File: src/hw/rtl/cwws_pkg.sv
`default_nettype none
package cwws_pkg;

	// Table geometry
	localparam int MAX_WAYPOINTS = 4096;
	localparam int IDX_W         = $clog2(MAX_WAYPOINTS);
	localparam int CNT_W         = $clog2(MAX_WAYPOINTS + 1);

	// Field widths
	localparam int REQ_W     = 2;
	localparam int ENTRY_W   = 12;
	localparam int COORD_W   = 24;
	localparam int RADIUS_W  = 8;
	localparam int KIND_W    = 2;
	localparam int DIST_W    = 50;
	localparam int DSQ_W     = 2 * COORD_W + 1;

	// Configuration port
	localparam int CFG_IDX_W  = 1;
	localparam int CFG_DATA_W = 13;
	localparam logic [CFG_IDX_W-1:0] CFG_COUNT  = 1'b0;
	localparam logic [CFG_IDX_W-1:0] CFG_RADIUS = 1'b1;
	localparam logic [RADIUS_W-1:0]  RADIUS_AT_RESET = 8'd20;

	// Request codes
	localparam logic [REQ_W-1:0] REQ_WRITE   = 2'd0;
	localparam logic [REQ_W-1:0] REQ_ACQUIRE = 2'd1;
	localparam logic [REQ_W-1:0] REQ_TRACK   = 2'd2;

	// Result codes
	localparam logic [KIND_W-1:0] RK_WRITE = 2'd0;
	localparam logic [KIND_W-1:0] RK_FOUND = 2'd1;
	localparam logic [KIND_W-1:0] RK_EMPTY = 2'd2;

	// Controller to datapath commands
	typedef struct packed {
		logic accept;
		logic mod_start;
		logic mod_sel;     // 0: tracked index, 1: search radius
		logic load_tm;
		logic init_acq;
		logic init_track;
		logic issue;
		logic finish;
	} cmd_t;

	// Datapath to controller status
	typedef struct packed {
		logic n_zero;
		logic mod_done;
		logic scan_last;
		logic pipe_empty;
		logic out_free;
	} sts_t;

endpackage
`default_nettype wire

File: src/hw/rtl/cwws_ctrl.sv
`default_nettype none
module cwws_ctrl (
	input  wire logic                       clk,
	input  wire logic                       arst_n,
	input  wire logic                       req_valid,
	input  wire logic [cwws_pkg::REQ_W-1:0] req_type,
	input  wire cwws_pkg::sts_t             sts,
	output logic                            req_ready,
	output cwws_pkg::cmd_t                  cmd
);
	import cwws_pkg::*;

	typedef enum logic [5:0] {
		ST_IDLE   = 6'b000001,
		ST_MOD_T  = 6'b000010,
		ST_MOD_R  = 6'b000100,
		ST_SCAN   = 6'b001000,
		ST_DRAIN  = 6'b010000,
		ST_FINISH = 6'b100000
	} state_t;

	state_t state_q;
	state_t state_d;

	// Sequence one item: window setup for a track, scan and drain for a search, hand over
	always_comb begin
		state_d   = state_q;
		cmd       = '0;
		req_ready = 1'b0;
		unique case (state_q)
			ST_IDLE: begin
				req_ready = 1'b1;
				if (req_valid) begin
					unique case (req_type)
						REQ_WRITE: begin
							cmd.accept = 1'b1;
							state_d    = ST_FINISH;
						end
						REQ_ACQUIRE: begin
							cmd.accept = 1'b1;
							if (sts.n_zero) begin
								state_d = ST_FINISH;
							end else begin
								cmd.init_acq = 1'b1;
								state_d      = ST_SCAN;
							end
						end
						REQ_TRACK: begin
							cmd.accept = 1'b1;
							if (sts.n_zero) begin
								state_d = ST_FINISH;
							end else begin
								cmd.mod_start = 1'b1;
								state_d       = ST_MOD_T;
							end
						end
						default: ;  // unused code: drop the item
					endcase
				end
			end
			ST_MOD_T: begin
				if (sts.mod_done) begin
					cmd.load_tm   = 1'b1;
					cmd.mod_start = 1'b1;
					cmd.mod_sel   = 1'b1;
					state_d       = ST_MOD_R;
				end
			end
			ST_MOD_R: begin
				cmd.mod_sel = 1'b1;
				if (sts.mod_done) begin
					cmd.init_track = 1'b1;
					state_d        = ST_SCAN;
				end
			end
			ST_SCAN: begin
				cmd.issue = 1'b1;
				if (sts.scan_last) begin
					state_d = ST_DRAIN;
				end
			end
			ST_DRAIN: begin
				if (sts.pipe_empty) begin
					state_d = ST_FINISH;
				end
			end
			ST_FINISH: begin
				if (sts.out_free) begin
					cmd.finish = 1'b1;
					state_d    = ST_IDLE;
				end
			end
			default: state_d = ST_IDLE;
		endcase
	end

	always_ff @(posedge clk or negedge arst_n) begin
		if (!arst_n) begin
			state_q <= ST_IDLE;
		end else begin
			state_q <= state_d;
		end
	end

endmodule
`default_nettype wire

File: config.mk
export PLATFORM = sky130hd
export DESIGN_NAME = cwws_ctrl
export DESIGN_NICKNAME = d
export VERILOG_FILES = /design/src/hw/rtl/cwws_pkg.sv /design/src/hw/rtl/cwws_ctrl.sv
export SDC_FILE = /design/constraint.sdc
export NUM_CORES = 1
export LEC_CHECK = 0
export ABC_AREA = 1
export BUFFER_PORTS_ARGS = -buffer_cell sky130_fd_sc_hd__buf_2
export CORE_AREA = 8 8 45 47
export DETAILED_ROUTE_END_ITERATION = 10
export DIE_AREA = 0 0 53 55
export GPL_ROUTABILITY_DRIVEN = 0
export HOLD_SLACK_MARGIN = 0.12
export PLACE_DENSITY = 0.7
export SYNTH_ARGS = -nofsm -noshare
export SYNTH_HDL_FRONTEND = slang
export SYNTH_SLANG_ARGS = --single-unit
export TNS_END_PERCENT = 10
File: constraint.sdc
create_clock -name clk -period 2.95 [get_ports clk]
set_clock_uncertainty 0.15 [all_clocks]
set_input_delay 0.295 -clock clk [delete_from_list [all_inputs] [get_ports clk]]
set_output_delay 0.295 -clock clk [all_outputs]
set_load 0.005 [all_outputs]
# Word level (Yosys, flattened, before mapping)
# Index checks and enable logic that the tools add are counted.
[word_totals]
ff_bits = 6
in_bits = 10
output_inout_bits = 9
wordCells = 47
[classes]
reduce_logical = 3
muxes = 28
n_eq_ne = 15
[op_table]
columns = ["op", "n"]
rows = [
  ["6-bit 2-to-1 mux", 8],
  ["6-bit one-hot mux with 6 select lines", 1],
  ["6-bit one-hot mux with 3 select lines", 1],
  ["1-bit 2-to-1 mux", 14],
  ["2-bit != test, second input constant", 6],
  ["7-bit AND reduction", 1],
  ["6-bit by 1-bit equality test with 1-bit output, second input constant", 1],
  ["6-bit by 2-bit equality test with 1-bit output, second input constant", 1],
  ["6-bit by 3-bit equality test with 1-bit output, second input constant", 1],
  ["6-bit by 4-bit equality test with 1-bit output, second input constant", 1],
  ["6-bit by 5-bit equality test with 1-bit output, second input constant", 1],
  ["6-bit equality test, second input constant", 1],
  ["4-bit by 1-bit != test with 1-bit output, second input constant", 1],
  ["1-bit one-hot mux with 2 select lines", 2],
  ["3-bit 2-to-1 mux", 1],
  ["3-bit OR reduction", 1],
  ["2-bit by 1-bit equality test with 1-bit output, second input constant", 1],
  ["2-bit equality test, second input constant", 1],
  ["2-bit logical NOT", 1],
  ["2-bit 2-to-1 mux", 1],
]

# Depth between registers and ports, before layout
# Gate-level depths: netlist of run 1.
[logic_depth]
ltp_word = 5
mapped_depth = 8
ltp_nobuf = 8

# Worst setup path before layout of run 1
# Ideal clock, no wire load.
[synth_timing]
path_kind = "reg-to-output"
start = "reg state_q[5]"
end = "out cmd[6] (netlist bit)"
path_stages_with_launch = 6
required_ps = 2505
arrival_ps = 1044
path_slack_ps = 1461
n_path_buf = 0
path_cell_list = "dfrtp_1 nor2_4 nand2_2 nor2_4 nand2_1 o31ai_2"
[synth_lines]
columns = ["item", "line", "rtl"]
rows = [
  ["start, declared", "cwws_ctrl.sv:22", "state_t state_q;"],
  ["start signal, assigned", "cwws_ctrl.sv:101", "state_q <= state_d;"],
  ["end, declared", "cwws_ctrl.sv:9", "output cwws_pkg::cmd_t cmd"],
]

==> results.toml, run 1 <==
[run_status]
status = "complete, no violations"

[global_route]
grt_overflow_total = 0
grt_antenna_before_repair = 0
grt_pass1_vias = 622
grt_max_degree = 9
grt_pass1_wl_mm = 2.56
gr-usage-all-layers = 0.121

[sta]
maxSlewHeadroom = 0.781
slew_violations = 0
rsz0062_at_grt = "false"
fin_crit_sh = 0.659
final.setup.tns_ns = 0
min_period_ns = 1.94
worstMarginPinSlew_ns = 0.328
setup_viol = 0
hold_viol = 0
max_freq_ghz = 0.515

[yosys]
yosys.area_share.simple = 0.474
synth-adder-area-share = 0.0866
yosys.area.top_type = "dfrtp_1"
synth-compound-area-share = 0.0606
ys_types = 16
ys_seq_area_frac = 0.262
synth_nets = 100
synthFlopType = "dfrtp_1"
synth_common_cells = "inv_1, nand2_1, nand3_1"
synth_top_family_by_area = "simple AND/OR/NAND/NOR gates"
yosys-top-cells-area = "dfrtp_1, nand3_1, inv_1"
yosysTopAreaCellShare = 0.216
yosys.area_share.xor_xnor = 0
yosysMostFrequentCell = "inv_1"
yosysWarningCount = 0
yosys_register_bits = 6
synth_cells = 86
syn_area_sq_um = 578
avgSynthCellArea_sq_um = 6.72
synth_edf_count = 0
synthArstFlopShare = 1.00
synth_mux_area_frac = 0

[route]
top_layer = "met4"
detail-route-antenna-nets = 0
initialDrtViolationCount = 9
routed_wl_mm = 1.50
routed-wl-met2_um = 761
drc_errors = 0
wl_met1_um = 618
wl_per_cell_um = 12.0
via_per_inst = 4.86
first_pass_iters = 4
vias = 608
wl_met3_um = 90

[finish]
seq_area_sq_um = 151
multiInputGateArea_sq_um = 359
fillCellCount = 149
drive_gt1_frac = 0.294
largest_register_ffs = 6
antenna_cells = 0
layout.nets = 124
final_area_sq_um = 724
top_register = "state_q"
fin_util = 0.524
largest_registers = "state_q (6)"
syn2layout_area_growth_pct = 25.3

[placed_design]
hpwlAfterDp_mm = 1.27
dpl_cell_area_sq_um = 688
port_buffers = 18

[floorplanning]
initial_core_util = 0.418
die_width_um = 53
ios = 19
core-area_sq_um = 1380
die_y_um = 55
die_area_sq_um = 2920
rows = 14

[job]
cap_violations = 0

[critical_path]
crit_type = "register to output pin"
critPathCaptureType = "output pin"
critPathMaxFanout = 7
crit_arrival_ns = 1.50
required_ns = 2.51
start_kind = "register"

[pwr]
p_leak_nw = 0.452
peakVddDrop_mv = 0.244
power_density_nw_per_um2 = 585

[worst_hold_path]
hold_class = "input pin to register"

[clock_tree]
clkLatencyLatePin_ns = 0.25
clock_path_buffers = 2
cts_root_buffer = "clkbuf_4"
cts_tree = "yes"
clk_pin_slew_worst_paths_ns = 0.05
cts_setup_buffers = 0
cts_max_level = 1
numCtsBuffers = 3
clock_sinks = 6
[stage by stage]
step | hold WS [ns] | total power, W | setup slack (ns) | std cells
6_report | 0.187 | 0.000424 | 1.01 | 125
5_1_grt | 0.218 | 0.000456 | 0.918 | 125
4_1_cts | 0.179 | 0.000427 | 0.990 | 125
3_5_place_dp | -0.0227 | 0.000338 | 1.27 | 120
3_3_place_gp | -0.0232 | 0.000334 | 1.32 | 120
2_1_floorplan | -0.151 | 0.000278 | 1.46 | 86
[power breakdown]
group	internal (W)	switching (W)
clock	0.0000516	0.0000347
combinational	0.0000767	0.000142
sequential	0.000103	0.0000155
[critical path, cell delays in order, from the launching register on]
cell	delay, ns
dfrtp_1	0.42
nor2_4	0.21
nand2_2	0.09
nor2_4	0.10
nand2_1	0.10
o31ai_2	0.18
buf_2	0.14
[path summary, 6_finish.rpt]
check,startpoint,endpoint,slack (ns),cells past startpoint
min in group asynchronous,arst_n,state_q[2],0.24,2
hold / removal,sts[1],state_q[4],0.19,4
setup / recovery,state_q[2],cmd[6],1.01,6
hold reg to reg,state_q[1],state_q[2],0.49,3
setup reg to reg,state_q[1],state_q[3],1.47,6
max in group asynchronous,arst_n,state_q[0],2.19,2
[cell type report]
| class | count | area share |
|---|---|---|
| multi-input cells | 62 | 0.496 |
| flip-flops and latches | 6 | 0.209 |
| repair buffers | 19 | 0.138 |
| inverters | 18 | 0.0933 |
| clock buffers | 4 | 0.0363 |
| well taps | 16 | 0.0276 |
[metal layers]
layer | vias to the layer above | track usage
li1 | 318 | -
met1 | 269 | 0.112
met2 | 17 | 0.215
met3 | 4 | 0.0455
met4 | 0 | 0.0905
met5 | - | 0
[cell families (layout without fill, tap and decap cells)]
group	after synthesis	in the layout
simple gates	53	53
buf+inv	18	41
flops	6	6
compound gates	5	5
fa+ha+maj	4	4
[cell usage in the layout, fill, tap and decap left out, types with 3 or more instances in the layout]
cell and n:
nand2_1 14, nor2_1 11, nor2_4 4, dfrtp_1 5, o21ai_0 3, inv_1 18
nand4_1 4, ha_1 4, nand2_2 3, nand3_1 14, clkbuf_4 3, buf_2 18
[what timing repair did]
action,in CTS,in global routing
gates resized for setup,0,0
hold buffers,1,0
endpoints found under the hold margin,6,0
Note: power is estimated with default switching activity, not from simulation.
==> run 2, diff against run 1 <==
clock period = 1.95 ns   (was 2.95 ns; I/O delays follow)
==> run 2 against run 1 <==
Worst setup slack lost 0.91 ns. Clock power up 49%. Non-clock buffer count increased by 5. Critical path type unchanged. Highest routed layer unchanged.
==> results.toml, run 2 (same netlist as run 1, synthesis figures left out) <==
[run_status]
status = "complete, no violations"

[critical_path]
worst-path-buf-inv = 1
slowest_stage = "dfrtp_1"
path_delay_family = "simple AND/OR/NAND/NOR gates"
crit_arrival_ns = 1.51
start_kind = "register"
path_common_cell = "nor2_4"
critPathMaxFanout = 7
critPathCaptureType = "output pin"
timing.rr.start = "state_q[1]"
crit_chain = "nor2_4, nand2_2, nor2_4, nand2_1, o31ai_2, buf_2"
crit_path_max_incr_delay_ns = 0.41
required_ns = 1.60
startpoint = "state_q[2]"
crit_type = "register to output pin"

[pwr]
comb_power_share = 0.536
peakVddDrop_mv = 0.363
p_switching_w = 0.000296
p_int_w = 0.000370
power_density_nw_per_um2 = 865
p_seq_frac = 0.270
p_leak_nw = 0.473
power_frac_clock = 0.194
sw_frac_of_total = 0.445

[route]
detail-route-antenna-nets = 0
wl_per_cell_um = 11.6
initialDrtViolationCount = 12
via_per_inst = 4.78
first_pass_iters = 4
vias = 622
routed_wl_mm = 1.51
drc_errors = 0

[sta]
whs_ns = 0.138
setup_viol = 0
max_freq_ghz = 0.539
worstMarginPinSlew_ns = 0.333
finalWorstSetupSlack_ns = 0.0936
fin_crit_sh = 0.952
maxSlewHeadroom = 0.778
hold_viol = 0
final.setup.tns_ns = 0
slew_violations = 0
min_period_ns = 1.86

[finish]
fin_util = 0.556
syn2layout_area_growth_pct = 33.1
top_register = "state_q"
largest_registers = "state_q (6)"
antenna_cells = 0
multiInputGateArea_sq_um = 359
largest_register_ffs = 6
drive_gt1_frac = 0.298
fillCellCount = 141
final_cell_mix = "inv_1, buf_2, nand2_1, nand3_1, nor2_1"
layout.nets = 129
final_area_sq_um = 769
seq_area_sq_um = 151

[clock_tree]
clkLatencyLatePin_ns = 0.26
numCtsBuffers = 3
cts_root_buffer = "clkbuf_4"
clock_sinks = 6
clock_path_buffers = 2
cts_max_level = 1
cts_resized = 0
clk_pin_slew_worst_paths_ns = 0.05
cts_tree = "yes"

[placed_design]
hpwlAfterDp_mm = 1.25
pre_cts_ws_ns = 0.378
port_buffers = 18
dpl_cell_area_sq_um = 688

[global_route]
grt_overflow_total = 0
grt_pass1_vias = 659
grt_pass1_wl_mm = 2.65
grt_antenna_before_repair = 0
gr-usage-all-layers = 0.121
grt_max_degree = 9

[worst_hold_path]
hold_class = "input pin to asynchronous set/reset pin"

[floorplanning]
ios = 19
die_width_um = 53
die_y_um = 55
die_area_sq_um = 2920
rows = 14
initial_core_util = 0.418
core-area_sq_um = 1380

[job]
cap_violations = 0
run 2: cell count changes in the layout (fill, tap and decap cells not counted), sizes merged:
cell	before	now
buf	18	20
dlygate4sd3	1	4
run 2: power by group through the flow:
stage / sequential, W / combinational, W / clock (W)
6_report: 0.000180 / 0.000357 / 0.000129
5_1_grt: 0.000183 / 0.000408 / 0.000144
4_1_cts: 0.000180 / 0.000339 / 0.000134
3_5_place_dp: 0.000181 / 0.000331 / 0
3_3_place_gp: 0.000180 / 0.000326 / 0
2_1_floorplan: 0.000178 / 0.000242 / 0
run 2: routing by layer:
layer	track usage	share of wire	up-vias
li1	-	-	329
met1	0.123	0.41	271
met2	0.211	0.51	19
met3	0.0455	0.064	3
met4	0.0647	0.017	0
met5	0	0	-
run 2: what timing repair did:
| action | 4_1_cts | 5_1_grt |
|---|---|---|
| endpoints found under the setup margin | 0 | 1 |
| endpoints found under the hold margin | 9 | 0 |
| hold buffers | 4 | 0 |
| buffers inserted | 0 | 2 |
run 2: final timing paths:
check,endpoint,slack (ns),cells after the start
setup / recovery,cmd[6],0.09,6
hold / removal,state_q[5],0.14,2
setup reg to reg,state_q[3],0.46,6
hold reg to reg,state_q[2],0.47,3
max in group asynchronous,state_q[0],1.28,2
min in group clk,state_q[3],0.14,4
run 2: area by class of cell:
cell class              instances  area share
repair buffers                 24       0.189
clock buffers                   4      0.0341
inverters                      18      0.0878
well taps                      16      0.0260
flip-flops and latches          6       0.197
multi-input cells              62       0.467
run 2: through the flow:
step,instances,total power [W]
global route,130,0.000735
detailed placement,120,0.000512
finish,130,0.000666
floorplan,86,0.000421
global placement,120,0.000505
CTS,128,0.000653
run 2: worst reg2reg max path: stages (launching register included):
cell and delay, ns:
dfrtp_1 0.37, nor2_2 0.30, nand3_2 0.16, nand2_1 0.13
nand2_2 0.10, nand3_1 0.10, nand2_1 0.07
